--- src/rtl/rst_ram.sv ---
// Generic single-port-write, single-port-read RAM with registered read.
`timescale 1ns / 1ps
module rst_ram #(
    parameter int WIDTH = 8,
    parameter int DEPTH = 16
) (
    input  logic                     i_clk,
    input  logic                     i_we,
    input  logic [$clog2(DEPTH)-1:0] i_waddr,
    input  logic [WIDTH-1:0]         i_wdata,
    input  logic [$clog2(DEPTH)-1:0] i_raddr,
    output logic [WIDTH-1:0]         o_rdata
);
    logic [WIDTH-1:0] r_mem [DEPTH];
    logic [WIDTH-1:0] r_rdata;

    always_ff @(posedge i_clk) begin
        if (i_we) r_mem[i_waddr] <= i_wdata;
        r_rdata <= r_mem[i_raddr];
    end
    assign o_rdata = r_rdata;
endmodule

--- config.mk ---
export PLATFORM = sky130hd
export DESIGN_NAME = rst_ram
export DESIGN_NICKNAME = d
export VERILOG_FILES = /design/src/rtl/rst_ram.sv
export SDC_FILE = /design/constraint.sdc
export NUM_CORES = 1
export LEC_CHECK = 0
export BUFFER_PORTS_ARGS = -buffer_cell sky130_fd_sc_hd__buf_2
export CAP_MARGIN = 20
export CORE_ASPECT_RATIO = 1.2
export CORE_MARGIN = 8
export CORE_UTILIZATION = 60
export DETAILED_ROUTE_END_ITERATION = 12
export GPL_ROUTABILITY_DRIVEN = 0
export HOLD_SLACK_MARGIN = 0.06
export PLACE_DENSITY = 0.78
export SLEW_MARGIN = 20
export SYNTH_ARGS = -nofsm -noshare
export SYNTH_HDL_FRONTEND = slang
export SYNTH_SLANG_ARGS = --single-unit
--- constraint.sdc ---
create_clock -name i_clk -period 2.1 [get_ports i_clk]
set_clock_uncertainty 0.1 [all_clocks]
set_input_delay 0 -clock i_clk [delete_from_list [all_inputs] [get_ports i_clk]]
set_output_delay 0 -clock i_clk [all_outputs]
set_load 0.05 [all_outputs]
==> reports/qor.txt <==
GRT Total Usage: 18.5%
hpwl dp: 6280 um
DRC: 0
Max IR drop VDD: 0.687 mV
deepest clock path buffer count: 2
Core Box Area: 8470 sq um
Nets: 326
CP Capture Type: flip-flop
P_leak: 2.23 nW
detailed-route wire length: 10100 um
flop2flop setup slack: 0.59 ns
Synth area leader: edfxtp_1
share of the synthesized area in the top cell type: 74.7%
Die X: 101 um
Mapped Nets: 247
worst r2r dst: o_rdata[2]$_DFF_P_
CP startpoint: i_waddr[3]
CP Capture Point: r_mem[5][6]$_DFFE_PP_
largest net degree at the start of global routing: 22
Slew HR: 49.9%
Syn. warnings: 0
number of global-route vias before repair: 2719
CTS H-tree lvls: 4
drt pass-1 iters: 4
Wirelength per Cell: 23.2 um
Final Util: 75.3%
Reg2Reg Depth: 3
setup TNS: 0 ns
1st-iter DRT viols: 248
Synth top cells by count: 128 x edfxtp_1, 18 x mux4_2, 16 x a22oi_1
port bufs: 25
crit path kind: in2reg
DIE AREA: 11800 sq um
Via density: 5.84
Final min period: 1.97 ns
Final Cycle Share: 94.0%
crit path max fanout: 5
initial antenna violation count: 0
Mapped Area: 5150 sq um
post-CTS setup buffer count: 0
grt ovf: 0
CTS tree: yes
Worst Hold Depth: 4
Post-Synthesis Cells: 229
max_cap viols: 0
Initial Utilization: 60.8%
clock sink total: 136
Synth Flop Type: edfxtp_1
Post-Synth Adder-Cell Area: 0%
routed vias: 2558
number of synthesized flops with an enable pin: 128
CTS buffer count: 17
Post-Synth XOR/XNOR Area: 0%
layout cells sized above 1: 31.8%
R2R Path Start: r_mem[5][2]$_DFFE_PP_
Seq/Total Area, Yosys: 77.8%
WP data arrival: 2.11 ns
final count of hold timing violations: 0
CTS Hold Bufs: 18
I/O pin cnt: 26
most numerous cell in the Yosys netlist: edfxtp_1
simple-gate share of the synthesized area: 3.18%
Post-synth ARST share: 0%
Startpoint Class: input pin
status: complete, no violations
largest family of logic cells by synthesized area: multiplexers
synthesized area per cell: 22.5 sq um
RSZ-0062 raised after global routing: false
Netlist cell types: 19
compound-cell area share of the yosys netlist: 2.33%
flops & latches, synth: 136
required time worst endpoint: 2.24 ns
first-pass GRT wire length: 15300 um
Die H: 117 um
clock-pin slew on the worst setup and hold paths: 0.05 ns
post-synthesis mux area share: 15.0%
most area-consuming cells after synthesis: edfxtp_1 75%, mux4_2 7.9%, mux4_1 7.1%
Worst-Skew Late Latency: 0.53 ns
post-CTS sizing: 0
fillcell total: 478
max frequency: 507 MHz
Final Max Slew Viols: 0
Antenna Nets Post-Route: 0
Hold Crit Class: in2reg
measured slew at the worst slew-check pin: 0.750 ns
# setup viols final: 0
diode count: 0
pwr/cell area: 1030 nW/um^2
Syn-to-layout area delta: 23.9%
root buffer cell: clkbuf_8
# rows: 37
## worst max-delay path, cell delays in order
cell and delay [ns]:
dlygate4sd3_1 0.55, buf_2 0.15, nand3b_1 0.18, dlygate4sd3_1 0.61, nor2_1 0.38, buf_4 0.23
## cell type report
type | count | area, sq um | share of cell area (%)
well taps | 117 | 146 | 2.30
repair buffers | 70 | 533 | 8.36
clock buffers | 22 | 473 | 7.41
flip-flops and latches | 136 | 4000 | 62.8
multi-input cells | 83 | 1060 | 16.6
clock inverters | 10 | 165 | 2.59
## where the power goes
group | leakage (nW) | total, mW | switching, mW | internal, mW
Combinational | 0.699 | 0.373 | 0.225 | 0.148
Clock | 0.304 | 3.12 | 1.07 | 2.06
Sequential | 1.22 | 3.05 | 0.0183 | 3.04
## cells in the final DEF (no fill, tap or decap), types with 2 or more instances in the layout
cell type      Yosys  final
nand3b_1           2      2
mux4_2            18     18
dlygate4sd3_1      0     18
nor2_1            13     13
edfxtp_1         128    128
clkbuf_8           0      5
buf_4              1     25
nand2b_1           2      2
bufinv_16          0      4
buf_12             0      2
mux4_1            14     14
clkinvlp_4         0      3
nor3_1             4      4
dfxtp_1            8      8
buf_2              3     25
clkbuf_16          0     16
a22oi_1           16     16
nand2_1            9      9
## sequential cells by signal, summed over array words and instances (netlist names)
name and cells:
r_mem 128, o_rdata 8
## routing by layer
layer / global-route usage (%) / vias to the layer above / wire, um / share of wire (%)
met3: 5.74 / 16 / 535 / 5.3
met2: 30.6 / 98 / 5370 / 53
met5: 0 / - / 0 / 0
met4: 8.82 / 0 / 238 / 2.3
li1: - / 1131 / - / -
met1: 21.3 / 1313 / 4000 / 39
## cells by family after synthesis
group           after synthesis
mux                          32
compound gates               16
flops                       136
simple gates                 35
buf+inv                      10
## through the flow
step	cells	cell area [sq um]	setup WS [ns]	power, mW	hold WS, ns
4_1_cts	438	6380	0.161	6.58	0.0807
3_5_place_dp	388	5560	0.311	3.46	0.302
3_3_place_gp	388	5560	0.319	3.45	0.285
2_1_floorplan	229	5150	0.507	3.32	-0.00113
6_report	438	6380	0.126	6.55	0.102
5_1_grt	438	6380	0.0841	6.72	0.142
## worst min-delay path by stage
stage,start,endpoint,slack [ns]
after global routing,i_raddr[1],o_rdata[7]$_DFF_P_,0.14
after floorplan,i_wdata[0],r_mem[0][0]$_DFFE_PP_,-0.001
after CTS,i_raddr[1],o_rdata[7]$_DFF_P_,0.08
final,i_raddr[1],o_rdata[7]$_DFF_P_,0.10
after detailed placement,i_wdata[5],r_mem[7][5]$_DFFE_PP_,0.30
after global placement,i_wdata[3],r_mem[6][3]$_DFFE_PP_,0.29
(Power assumes the default switching activity.)
